[config.mk]
export PLATFORM = sky130hd
export DESIGN_NAME = fixed_point_atan2_turns_unit_flat
export DESIGN_NICKNAME = d
export VERILOG_FILES = /design/src/rtl/a2t_pkg.sv /design/src/rtl/a2t_vec_if.sv /design/src/rtl/a2t_angle_if.sv /design/src/rtl/a2t_fold.sv /design/src/rtl/a2t_div.sv /design/src/rtl/a2t_poly.sv /design/src/rtl/fixed_point_atan2_turns_unit.sv /design/src/flat_wrapper.sv
export SDC_FILE = /design/constraint.sdc
export NUM_CORES = 2
export LEC_CHECK = 0
export BUFFER_PORTS_ARGS = -buffer_cell sky130_fd_sc_hd__buf_4
export CAP_MARGIN = 10
export CORE_ASPECT_RATIO = 2
export CORE_MARGIN = 2
export CORE_UTILIZATION = 42
export CTS_CLUSTER_SIZE = 30
export DETAILED_ROUTE_END_ITERATION = 8
export GPL_ROUTABILITY_DRIVEN = 0
export GPL_TIMING_DRIVEN = 0
export RECOVER_POWER = 100
export SYNTH_ARGS = -nofsm -noshare
export SYNTH_HDL_FRONTEND = slang
export SYNTH_SLANG_ARGS = --single-unit
[constraint.sdc]
create_clock -name clk -period 11.7 [get_ports clk]
set_input_delay 2.34 -clock clk [delete_from_list [all_inputs] [get_ports clk]]
set_output_delay 2.34 -clock clk [all_outputs]
set_load 0.01 [all_outputs]
[src/rtl/a2t_pkg.sv]
// shared widths, constants and types for the atan2 turns unit
package a2t_pkg;

  localparam int COMP_W  = 32;            // signed 16.16 input component
  localparam int MAG_W   = 32;            // magnitude, holds 2^31
  localparam int REM_W   = MAG_W + 1;     // divider partial remainder
  localparam int RATIO_W = 17;            // ratio 0..0x10000
  localparam int FRAC_W  = 16;            // fraction bits of 16.16
  localparam int DIV_STEPS = RATIO_W;     // one quotient bit per stage
  localparam int CORR_W  = 12;
  localparam int M1_W    = 12;            // corr * (1 - r), at most 0x0B20
  localparam int SUM_W   = 14;            // base + m1, at most 0x2B20
  localparam int OCT_W   = 14;            // octant angle, at most 0x2000
  localparam int ANGLE_W = 16;

  localparam logic [ANGLE_W-1:0] ZERO_ANGLE   = 16'hC000;
  localparam logic [SUM_W-1:0]   POLY_BASE    = 14'h2000;
  localparam logic [CORR_W-1:0]  POLY_CORR    = 12'hB20;
  localparam logic [RATIO_W-1:0] FIX_ONE      = 17'h10000;
  localparam logic [ANGLE_W-1:0] QUARTER_TURN = 16'h4000;
  localparam logic [ANGLE_W-1:0] HALF_TURN    = 16'h8000;

  // octant fold decisions, carried down the pipe with each vector
  typedef struct packed {
    logic zero;
    logic swap;
    logic mirror;
    logic negate;
  } fold_flags_t;

endpackage

[src/rtl/a2t_vec_if.sv]
// input stream channel: vector components
interface a2t_vec_if;
  import a2t_pkg::*;

  logic                     valid;
  logic                     ready;
  logic signed [COMP_W-1:0] vec_x;
  logic signed [COMP_W-1:0] vec_y;

  modport source (output valid, output vec_x, output vec_y, input ready);
  modport sink   (input valid, input vec_x, input vec_y, output ready);
endinterface

[src/rtl/a2t_angle_if.sv]
// output stream channel: angle in turns
interface a2t_angle_if;
  import a2t_pkg::*;

  logic               valid;
  logic               ready;
  logic [ANGLE_W-1:0] angle;

  modport source (output valid, output angle, input ready);
  modport sink   (input valid, input angle, output ready);
endinterface

[src/rtl/a2t_fold.sv]
// first stage: magnitudes and octant fold of the input vector
module a2t_fold (
  input  logic                              clk,
  input  logic                              rst,
  input  logic                              in_valid,
  output logic                              in_ready,
  input  logic signed [a2t_pkg::COMP_W-1:0] vec_x,
  input  logic signed [a2t_pkg::COMP_W-1:0] vec_y,
  output logic                              out_valid,
  input  logic                              out_ready,
  output a2t_pkg::fold_flags_t              out_flags,
  output logic [a2t_pkg::MAG_W-1:0]         out_lo,
  output logic [a2t_pkg::MAG_W-1:0]         out_hi
);
  import a2t_pkg::*;

  logic              en;
  logic [MAG_W-1:0]  ax;
  logic [MAG_W-1:0]  ay;
  fold_flags_t       flags_next;

  // magnitudes; the most negative code gives 2^31 exactly
  assign ax = vec_x[COMP_W-1] ? MAG_W'(~vec_x + 1'b1) : MAG_W'(vec_x);
  assign ay = vec_y[COMP_W-1] ? MAG_W'(~vec_y + 1'b1) : MAG_W'(vec_y);

  // fold decisions; screen y down means math y is negative when vec_y > 0
  always_comb begin
    flags_next.zero   = (vec_x == '0) && (vec_y == '0);
    flags_next.mirror = vec_x[COMP_W-1];
    flags_next.negate = (vec_y != '0) && !vec_y[COMP_W-1];
    flags_next.swap   = ay > ax;
  end

  assign en       = !out_valid || out_ready;
  assign in_ready = en;

  always_ff @(posedge clk) begin
    if (rst) begin
      out_valid <= 1'b0;
    end else if (en) begin
      out_valid <= in_valid;
    end
  end

  always_ff @(posedge clk) begin
    if (en) begin
      out_flags <= flags_next;
      out_lo    <= flags_next.swap ? ax : ay;
      out_hi    <= flags_next.swap ? ay : ax;
    end
  end

  // the fold always leaves the smaller magnitude as dividend
  a_lo_le_hi: assert property (@(posedge clk) disable iff (rst)
    out_valid |-> (out_lo <= out_hi))
    else $error("fold left lo above hi");

endmodule

[src/rtl/a2t_div.sv]
// pipelined restoring divider: r = (lo << 16) / hi, one quotient bit per stage
module a2t_div (
  input  logic                        clk,
  input  logic                        rst,
  input  logic                        in_valid,
  output logic                        in_ready,
  input  a2t_pkg::fold_flags_t        in_flags,
  input  logic [a2t_pkg::MAG_W-1:0]   in_lo,
  input  logic [a2t_pkg::MAG_W-1:0]   in_hi,
  output logic                        out_valid,
  input  logic                        out_ready,
  output a2t_pkg::fold_flags_t        out_flags,
  output logic [a2t_pkg::RATIO_W-1:0] out_ratio
);
  import a2t_pkg::*;

  localparam int LAST = DIV_STEPS - 1;

  logic                v     [DIV_STEPS];
  logic                en    [DIV_STEPS];
  logic [REM_W-1:0]    rem   [DIV_STEPS];
  logic [MAG_W-1:0]    hi    [DIV_STEPS];
  logic [RATIO_W-1:0]  quo   [DIV_STEPS];
  fold_flags_t         flags [DIV_STEPS];

  for (genvar k = 0; k < DIV_STEPS; k++) begin : g_step
    logic             up_valid;
    logic [REM_W-1:0] rem_in;
    logic [MAG_W-1:0] hi_in;
    logic [RATIO_W-1:0] quo_prev;
    fold_flags_t      flags_in;
    logic             qbit;
    logic [REM_W-1:0] rem_next;
    logic [RATIO_W-1:0] quo_next;

    // upstream of this stage; later stages shift in a zero dividend bit
    if (k == 0) begin : g_first
      assign up_valid = in_valid;
      assign rem_in   = {1'b0, in_lo};
      assign hi_in    = in_hi;
      assign quo_prev = '0;
      assign flags_in = in_flags;
    end else begin : g_rest
      assign up_valid = v[k-1];
      assign rem_in   = {rem[k-1][REM_W-2:0], 1'b0};
      assign hi_in    = hi[k-1];
      assign quo_prev = quo[k-1];
      assign flags_in = flags[k-1];
    end

    // stage advances when empty or when the next one moves
    if (k == LAST) begin : g_en_last
      assign en[k] = !v[k] || out_ready;
    end else begin : g_en_mid
      assign en[k] = !v[k] || en[k+1];
    end

    // trial subtract
    assign qbit     = rem_in >= {1'b0, hi_in};
    assign rem_next = qbit ? (rem_in - {1'b0, hi_in}) : rem_in;
    assign quo_next = {quo_prev[RATIO_W-2:0], qbit};

    always_ff @(posedge clk) begin
      if (rst) begin
        v[k] <= 1'b0;
      end else if (en[k]) begin
        v[k] <= up_valid;
      end
    end

    always_ff @(posedge clk) begin
      if (en[k]) begin
        rem[k]   <= rem_next;
        hi[k]    <= hi_in;
        quo[k]   <= quo_next;
        flags[k] <= flags_in;
      end
    end
  end

  assign in_ready  = en[0];
  assign out_valid = v[LAST];
  assign out_flags = flags[LAST];
  assign out_ratio = quo[LAST];

  // remainder stays below the divisor for any nonzero vector
  a_rem_below: assert property (@(posedge clk) disable iff (rst)
    (v[LAST] && !flags[LAST].zero) |-> (rem[LAST] < {1'b0, hi[LAST]}))
    else $error("divider remainder not below divisor");

  // ratio of min over max never exceeds one
  a_ratio_max: assert property (@(posedge clk) disable iff (rst)
    (v[LAST] && !flags[LAST].zero) |-> (quo[LAST] <= FIX_ONE))
    else $error("ratio above one");

endmodule

[src/rtl/a2t_poly.sv]
// polynomial octant angle and unfold to a full-turn angle
module a2t_poly (
  input  logic                        clk,
  input  logic                        rst,
  input  logic                        in_valid,
  output logic                        in_ready,
  input  a2t_pkg::fold_flags_t        in_flags,
  input  logic [a2t_pkg::RATIO_W-1:0] in_ratio,
  output logic                        out_valid,
  input  logic                        out_ready,
  output logic [a2t_pkg::ANGLE_W-1:0] out_angle
);
  import a2t_pkg::*;

  localparam int P1_W = CORR_W + RATIO_W;
  localparam int P2_W = RATIO_W + SUM_W;

  logic               va, vb;
  logic               en_a, en_b, en_c;
  fold_flags_t        flags_a, flags_b;
  logic [RATIO_W-1:0] ratio_a;
  logic [M1_W-1:0]    m1_a;
  logic [OCT_W-1:0]   oct_b;

  logic [RATIO_W-1:0] one_minus;
  logic [P1_W-1:0]    prod1;
  logic [SUM_W-1:0]   sum;
  logic [P2_W-1:0]    prod2;
  logic [ANGLE_W-1:0] res_swap, res_mirror, res_negate;
  logic [ANGLE_W-1:0] angle_next;

  assign en_c     = !out_valid || out_ready;
  assign en_b     = !vb || en_c;
  assign en_a     = !va || en_b;
  assign in_ready = en_a;

  // stage a: corr * (1 - r)
  assign one_minus = FIX_ONE - in_ratio;
  assign prod1     = P1_W'(POLY_CORR) * P1_W'(one_minus);

  // stage b: r * (base + m1)
  assign sum   = POLY_BASE + SUM_W'(m1_a);
  assign prod2 = P2_W'(ratio_a) * P2_W'(sum);

  // stage c: undo swap, then mirror, then negate, modulo one turn
  always_comb begin
    res_swap   = flags_b.swap ? (QUARTER_TURN - ANGLE_W'(oct_b)) : ANGLE_W'(oct_b);
    res_mirror = flags_b.mirror ? (HALF_TURN - res_swap) : res_swap;
    res_negate = flags_b.negate ? (ANGLE_W'(0) - res_mirror) : res_mirror;
    angle_next = flags_b.zero ? ZERO_ANGLE : res_negate;
  end

  always_ff @(posedge clk) begin
    if (rst) begin
      va        <= 1'b0;
      vb        <= 1'b0;
      out_valid <= 1'b0;
    end else begin
      if (en_a) va <= in_valid;
      if (en_b) vb <= va;
      if (en_c) out_valid <= vb;
    end
  end

  always_ff @(posedge clk) begin
    if (en_a) begin
      flags_a <= in_flags;
      ratio_a <= in_ratio;
      m1_a    <= prod1[FRAC_W +: M1_W];
    end
    if (en_b) begin
      flags_b <= flags_a;
      oct_b   <= prod2[FRAC_W +: OCT_W];
    end
    if (en_c) begin
      out_angle <= angle_next;
    end
  end

  // octant angle never passes one eighth of a turn
  a_oct_max: assert property (@(posedge clk) disable iff (rst)
    (vb && !flags_b.zero) |-> (oct_b <= OCT_W'(POLY_BASE)))
    else $error("octant angle above eighth turn");

endmodule

[src/rtl/fixed_point_atan2_turns_unit.sv]
// top level of the atan2 turns unit: fold, divider and polynomial pipeline
//
//   channel    | dir | payload                     | transfer when
//   vec_in     | in  | vec_x, vec_y (s16.16)       | vec_in.valid && vec_in.ready
//   angle_out  | out | angle (u16, 65536 = 1 turn) | angle_out.valid && angle_out.ready
//
// one vector per cycle sustained while angle_out is ready
// the divider resolves one quotient bit per stage
// rst is synchronous and clears only the stage valid bits
// each stage holds while the one after it is full and stalled, so bubbles
// close up and a new vector is taken while a result waits at the output
module fixed_point_atan2_turns_unit (
  input  logic        clk,
  input  logic        rst,
  a2t_vec_if.sink     vec_in,
  a2t_angle_if.source angle_out
);
  import a2t_pkg::*;

  logic               fold_valid, fold_ready;
  fold_flags_t        fold_flags;
  logic [MAG_W-1:0]   fold_lo, fold_hi;
  logic               div_valid, div_ready;
  fold_flags_t        div_flags;
  logic [RATIO_W-1:0] div_ratio;

  a2t_fold u_fold (
    .clk       (clk),
    .rst       (rst),
    .in_valid  (vec_in.valid),
    .in_ready  (vec_in.ready),
    .vec_x     (vec_in.vec_x),
    .vec_y     (vec_in.vec_y),
    .out_valid (fold_valid),
    .out_ready (fold_ready),
    .out_flags (fold_flags),
    .out_lo    (fold_lo),
    .out_hi    (fold_hi)
  );

  a2t_div u_div (
    .clk       (clk),
    .rst       (rst),
    .in_valid  (fold_valid),
    .in_ready  (fold_ready),
    .in_flags  (fold_flags),
    .in_lo     (fold_lo),
    .in_hi     (fold_hi),
    .out_valid (div_valid),
    .out_ready (div_ready),
    .out_flags (div_flags),
    .out_ratio (div_ratio)
  );

  a2t_poly u_poly (
    .clk       (clk),
    .rst       (rst),
    .in_valid  (div_valid),
    .in_ready  (div_ready),
    .in_flags  (div_flags),
    .in_ratio  (div_ratio),
    .out_valid (angle_out.valid),
    .out_ready (angle_out.ready),
    .out_angle (angle_out.angle)
  );

endmodule

[src/flat_wrapper.sv]
// flat-port wrapper written by rule: the top's interface ports become plain ports
module fixed_point_atan2_turns_unit_flat import a2t_pkg::*;
  (clk, rst, vec_in_valid, vec_in_vec_x, vec_in_vec_y, vec_in_ready, angle_out_valid, angle_out_angle, angle_out_ready);
  a2t_vec_if vec_in_i ();
  a2t_angle_if angle_out_i ();
  input  logic clk;
  input  logic rst;
  input wire logic [$bits(vec_in_i.valid)-1:0] vec_in_valid;
  input wire logic [$bits(vec_in_i.vec_x)-1:0] vec_in_vec_x;
  input wire logic [$bits(vec_in_i.vec_y)-1:0] vec_in_vec_y;
  output wire logic [$bits(vec_in_i.ready)-1:0] vec_in_ready;
  output wire logic [$bits(angle_out_i.valid)-1:0] angle_out_valid;
  output wire logic [$bits(angle_out_i.angle)-1:0] angle_out_angle;
  input wire logic [$bits(angle_out_i.ready)-1:0] angle_out_ready;
  assign vec_in_i.valid = vec_in_valid;
  assign vec_in_i.vec_x = vec_in_vec_x;
  assign vec_in_i.vec_y = vec_in_vec_y;
  assign vec_in_ready = vec_in_i.ready;
  assign angle_out_valid = angle_out_i.valid;
  assign angle_out_angle = angle_out_i.angle;
  assign angle_out_i.ready = angle_out_ready;
  fixed_point_atan2_turns_unit u_core (.clk(clk), .rst(rst), .vec_in(vec_in_i), .angle_out(angle_out_i));
endmodule
; ---- Word-level counts from Yosys, hierarchy flattened
; Memory sizes are Yosys's and may differ from the RTL's. A register that Yosys moved wholly into a read port is not among the register bits.
; Index checks and enable logic that the tools add are counted.
[classes]
mux = 111
reduce_logical = 48
n_lt_le_gt_ge = 18
n_addsub = 24
bitwise_logic = 19
multipliers = 2
[op_table]
columns = cell, n
row1 = two-way mux 33 bit, 17
row2 = greater-or-equal comparator 33 x 32 -> 1 bit, 16
row3 = subtractor 33 x 32 -> 33 bit, 16
row4 = two-way mux 32 bit, 4
row5 = two-way mux 1 bit, 87
row6 = adder 32 x 1 -> 32 bit (second input constant), 2
row7 = logical NOT 32 bit, 2
row8 = NOT 32 bit, 2
row9 = two-way mux 16 bit, 3
row10 = subtractor 32 x 32 -> 33 bit, 1
row11 = greater-or-equal comparator 32 bit, 1
row12 = > comparator 32 bit, 1
row13 = nonzero test 32 bit, 1
row14 = multiplier 17 x 14 -> 30 bit, 1
row15 = multiplier 7 x 17 -> 23 bit (first input constant), 1
row16 = logical NOT 1 bit, 22
row17 = logical OR 1 bit, 21
row18 = bitwise OR 1 bit, 17
row19 = subtractor 17 bit (first input constant), 1
row20 = subtractor 1 x 16 -> 16 bit (first input constant), 1
row21 = subtractor 15 x 14 -> 16 bit (first input constant), 1
row22 = subtractor 16 bit (first input constant), 1
row23 = adder 14 x 12 -> 14 bit (first input constant), 1
row24 = logical AND 1 bit, 2
[word_totals]
reg_bits = 135
ramBits = 1479
inputBits = 68
memories = 5
wordCells = 245
out_inout_bits = 18
[mem_list]
columns = memory, words, width, rd, rd_ports_with_merged_regs, wr, line_no
row1 = u_core.u_div.rem, 17, 33, 16, 0, 17, a2t_div.sv:21  ; logic [REM_W-1:0] rem [DIV_STEPS];
row2 = u_core.u_div.hi, 17, 32, 16, 0, 17, a2t_div.sv:22  ; logic [MAG_W-1:0] hi [DIV_STEPS];
row3 = u_core.u_div.quo, 17, 17, 17, 0, 17, a2t_div.sv:23  ; logic [RATIO_W-1:0] quo [DIV_STEPS];
row4 = u_core.u_div.flags, 17, 4, 17, 1, 17, a2t_div.sv:24  ; fold_flags_t flags [DIV_STEPS];
row5 = u_core.u_div.v, 17, 1, 17, 0, 17, a2t_div.sv:19  ; logic v [DIV_STEPS];

; ---- Logic depth before layout (Yosys ltp)
[depth]
ltp_word = 25
ltp_mapped = 25
depth_no_buf = 24

; ---- By module
; From an unflattened synthesis, not the netlist that was laid out.
[unflattened]
hier_cells = 8121
area_unflattened_um2 = 89535.9
[by_module_without_submodules]
columns = mod, area_each_um2, cells_each, seq_area_each_um2, instances
row1 = a2t_div, 72409.4, 6424, 37896.3, 1
row2 = a2t_poly, 12218.0, 1253, 2072.0, 1
row3 = a2t_fold, 4908.5, 444, 2062.0, 1

; ---- Worst setup path before layout
; Ideal clock, no wire load.
[synth_timing]
kind = input port to output port
from = input angle_out_ready
to = output vec_in_ready
path_slack_ns = 0.372
t_required_ns = 9.360
arrival_time_ns = 8.988
path_stages = 11
cell_sequence = nor2b_1 > inv_1 > nor2_1 > and2_1 > inv_1 > nor2_1 > and2_1 > inv_1 > nor2_1 > and2_1 > nand3_1
[synth_rtl]
columns = item, line_no
row1 = start: declaration, flat_wrapper.sv:14  ; input wire logic [$bits(angle_out_i.ready)-1:0] angle_out_ready;
row2 = end: declaration, flat_wrapper.sv:11  ; output wire logic [$bits(vec_in_i.ready)-1:0] vec_in_ready;

==> flow_summary.ini <==
[status]
run_status = finished with violations
violations = max-capacitance violations, max-slew violations

[sta]
worst_hold_slack_ps = 411
final.setup_skew_ps = 55.2
tightestPinTransition_ps = 3850
finalMaxSlewViolations = 1094
finalHoldViolCount = 0
max_freq_mhz = 101
fin_ws_ps = 1780
setup_viol = 0
rsz0062_at_grt = no
slew-limit-headroom_pct = -157
fin_crit_sh_pct = 84.8
min_period_ps = 9920

[critical_path]
path_cells = clkbuf_1 > nor2b_1 > inv_1 > nor2_1 > and2_0 > clkinvlp_2 > nor2_1 > and2_0 > clkinvlp_2 > nor2_1 > and2_0 > nand3_1 > buf_16 > clkbuf_1
required_ps = 9360
crit_path_end = vec_in_ready
slowest_delay_ps = 580
ff2ff_path_depth = 10
cp-start-kind = input pin
end_kind = output port
crit_type = input pin to output port
crit_path_max_fanout = 65
r2r-end = u_core.u_div.rem[0][170]$_DFFE_PP_
reg2reg_slack_ps = 3840
cp.arrival_ps = 7580
worstSetupStartpoint = angle_out_ready
rr_startpoint = u_core.u_poly.out_valid$_SDFFE_PP0P_
crit_path_top_delay_cell = clkinvlp_2

[placed_design]
dp_cells = 10500
placedInstanceArea_sq_mm = 0.0924
dp_hpwl_mm = 181
post-place-ws_ps = 1430
portBuffers = 85

[layout]
nNetsFinal = 8924
drive_gt1_share_pct = 8.34
design_area_sq_mm = 0.0963
area_delta_synth_final_pct = 9.72
fin_cells = 10800

[cts]
post_cts_buffers = 0
post_cts_resized = 0
clock_tree.htree_level_count = 4
cts_root_buffer = clkbuf_16
ctsHoldBuffers = 0
numClockSinks = 1401
clk_pin_slew_ps = 60
clock_latency_ps = 810
cts_max_path_buffers = 4
cts_buffers = 146
cts_tree = built

[die]
start_util_pct = 42.2
ioPinCount = 86
row_count = 237
core_sq_mm = 0.208
die_h_um = 651
die_width_um = 327
dieArea_sq_mm = 0.213

[route]
drt_iter0_drc = 2615
num_vias = 58600
antenna_left = 0
dr.pass1.iters = 8
vias_per_cell = 5.44
drc_errors = 0
drt_wl_total_mm = 220
post_drt_wl_per_cell_um = 20.4

[logic_synthesis]
synthCells = 7659
seq_area_frac_synth_pct = 47.9
synth.distinct_cells = 80
ys_ff_latch = 1401
synth_area_sq_mm = 0.0878
avgSynthCellArea_sq_um = 11.5
synth_edf_count = 1397
async_flop_share_pct = 0
synth_ff_type = edfxtp_1
synth_nets = 8668
yosysWarnings = 0

[global_route]
grt_max_degree = 75
grt_pass1_vias = 63700
antenna_found_initial = 2
grt_pass1_wl_mm = 335
track_usage_pct = 20.4
grt.overflow.total = 0

[flow_run]
maxCapViolations = 19

[worst_hold_path]
hold_path_class = flip-flop to flip-flop
==> state kept, by name (all words and copies together), names as in the netlist <==
register and cells:
u_core.u_poly.m1_a 12, u_core.u_fold.out_flags 4, u_core.u_poly.vb 1, u_core.u_poly.flags_a 4, u_core.u_poly.ratio_a 17, u_core.u_div.rem 512
u_core.u_poly.va 1, u_core.u_poly.out_angle 16, u_core.u_fold.out_hi 32, u_core.u_poly.oct_b 14, u_core.u_fold.out_lo 32, u_core.u_fold.out_valid 1
u_core.u_poly.out_valid 1, u_core.u_div.v 17, u_core.u_div.quo 153, u_core.u_div.hi 512, u_core.u_div.flags 68, u_core.u_poly.flags_b 4
==> layout by cell type (no fill, tap or decap), types with 84 or more instances in the layout <==
master / netlist / layout
o21ai_0: 287 / 287
inv_1: 951 / 944
edfxtp_1: 1397 / 1397
nor3_1: 92 / 92
a21o_1: 248 / 248
nand3_1: 97 / 97
nand2_1: 380 / 379
and2_1: 132 / 122
xor2_1: 213 / 213
nor2_1: 397 / 397
o21a_1: 89 / 89
clkbuf_16: 0 / 149
clkbuf_1: 116 / 205
mux2i_1: 84 / 84
ha_1: 742 / 742
mux2_2: 384 / 360
fa_1: 199 / 199
a21oi_1: 513 / 513
xnor2_1: 328 / 328
==> synthesized netlist by cell type, types with 14 or more instances <==
cell / instances / share of area (%)
edfxtp_1: 1397 / 48
inv_1: 951 / 4.1
ha_1: 742 / 11
a21oi_1: 513 / 2.9
nor2_1: 397 / 1.7
mux2_2: 384 / 4.9
nand2_1: 380 / 1.6
xnor2_1: 328 / 3.3
o21ai_0: 287 / 1.6
a21o_1: 248 / 2.1
xor2_1: 213 / 2.1
fa_1: 199 / 4.5
and2_1: 132 / 0.94
clkbuf_1: 116 / 0.50
nand3_1: 97 / 0.55
nor3_1: 92 / 0.52
o21a_1: 89 / 0.76
mux2i_1: 84 / 0.96
nand4_1: 83 / 0.59
nor2b_1: 77 / 0.55
nand2b_1: 74 / 0.53
a31oi_1: 65 / 0.46
o31ai_1: 62 / 0.53
and3_1: 59 / 0.42
o21bai_1: 54 / 0.46
nor4_1: 40 / 0.29
a211oi_1: 37 / 0.32
o211ai_1: 30 / 0.26
a21boi_0: 26 / 0.22
or2_2: 26 / 0.19
or3_1: 25 / 0.18
and4_1: 23 / 0.23
o31a_1: 23 / 0.23
nor3b_1: 20 / 0.17
o311ai_0: 20 / 0.20
o41ai_1: 20 / 0.20
nand4b_1: 19 / 0.19
or4_1: 17 / 0.15
a2111oi_0: 14 / 0.14
==> kinds of logic (layout without fill, tap and decap cells) <==
group / count (synthesis) / after routing / share of synthesized area [%]
AO/OA/AOI/OAI: 1620 / 1620 / 11.9
AND/OR/NAND/NOR: 1598 / 1598 / 9.19
flip-flops: 1401 / 1401 / 47.9
buffers and inverters: 1089 / 1450 / 4.67
adder cells (fa/ha/maj): 942 / 942 / 15.1
XOR/XNOR: 541 / 541 / 5.40
multiplexers: 468 / 468 / 5.88
other: 0 / 1 / 0
==> worst min-delay path by stage <==
stage,cells past startpoint,slack (ps),from,end
2_1_floorplan,0,400,u_core.u_fold.out_flags[0]$_DFFE_PP_,u_core.u_div.flags[0][0]$_DFFE_PP_
3_3_place_gp,0,400,u_core.u_poly.flags_a[1]$_DFFE_PP_,u_core.u_poly.flags_b[1]$_DFFE_PP_
3_5_place_dp,0,400,u_core.u_fold.out_flags[0]$_DFFE_PP_,u_core.u_div.flags[0][0]$_DFFE_PP_
4_1_cts,0,410,u_core.u_div.quo[0][216]$_DFFE_PP_,u_core.u_div.quo[0][234]$_DFFE_PP_
5_1_grt,0,420,u_core.u_div.quo[0][215]$_DFFE_PP_,u_core.u_div.quo[0][233]$_DFFE_PP_
6_report,0,410,u_core.u_poly.flags_a[0]$_DFFE_PP_,u_core.u_poly.flags_b[0]$_DFFE_PP_
==> through the flow <==
stage	util, %	setup TNS (ps)
6_report	46.3	0
5_1_grt	46.3	0
4_1_cts	46.5	0
3_5_place_dp	44.4	0
3_3_place_gp	44.1	-135620
2_1_floorplan	-	0
==> cell type report <==
class                      instances  area [sq um]
antenna                            1          2.50
buffer                           138           519
clock buffer                     177          3830
clock inverter                    76           587
fill                           19000        112000
inverter                         951          3580
multi-input combinational       5169         41700
sequential                      1401         42000
tap                             2748          3440
timing repair buffer             108           673
==> worst max-delay path, delay by kind of cell <==
family	cells	cell delay [ps]
simple gates	8	3040
buf+inv	6	2100
==> metal layers <==
layer	vias to the layer above	GRT usage [%]	wire, um
met2	1161	44.9	135000
li1	28200	-	-
met4	2	18.5	23000
met1	28400	13.6	57100
met5	-	0	11
met3	784	2.08	4880
Power is not shown: default switching activity piles up to over one toggle a cycle in this logic, so the estimate is an artifact.
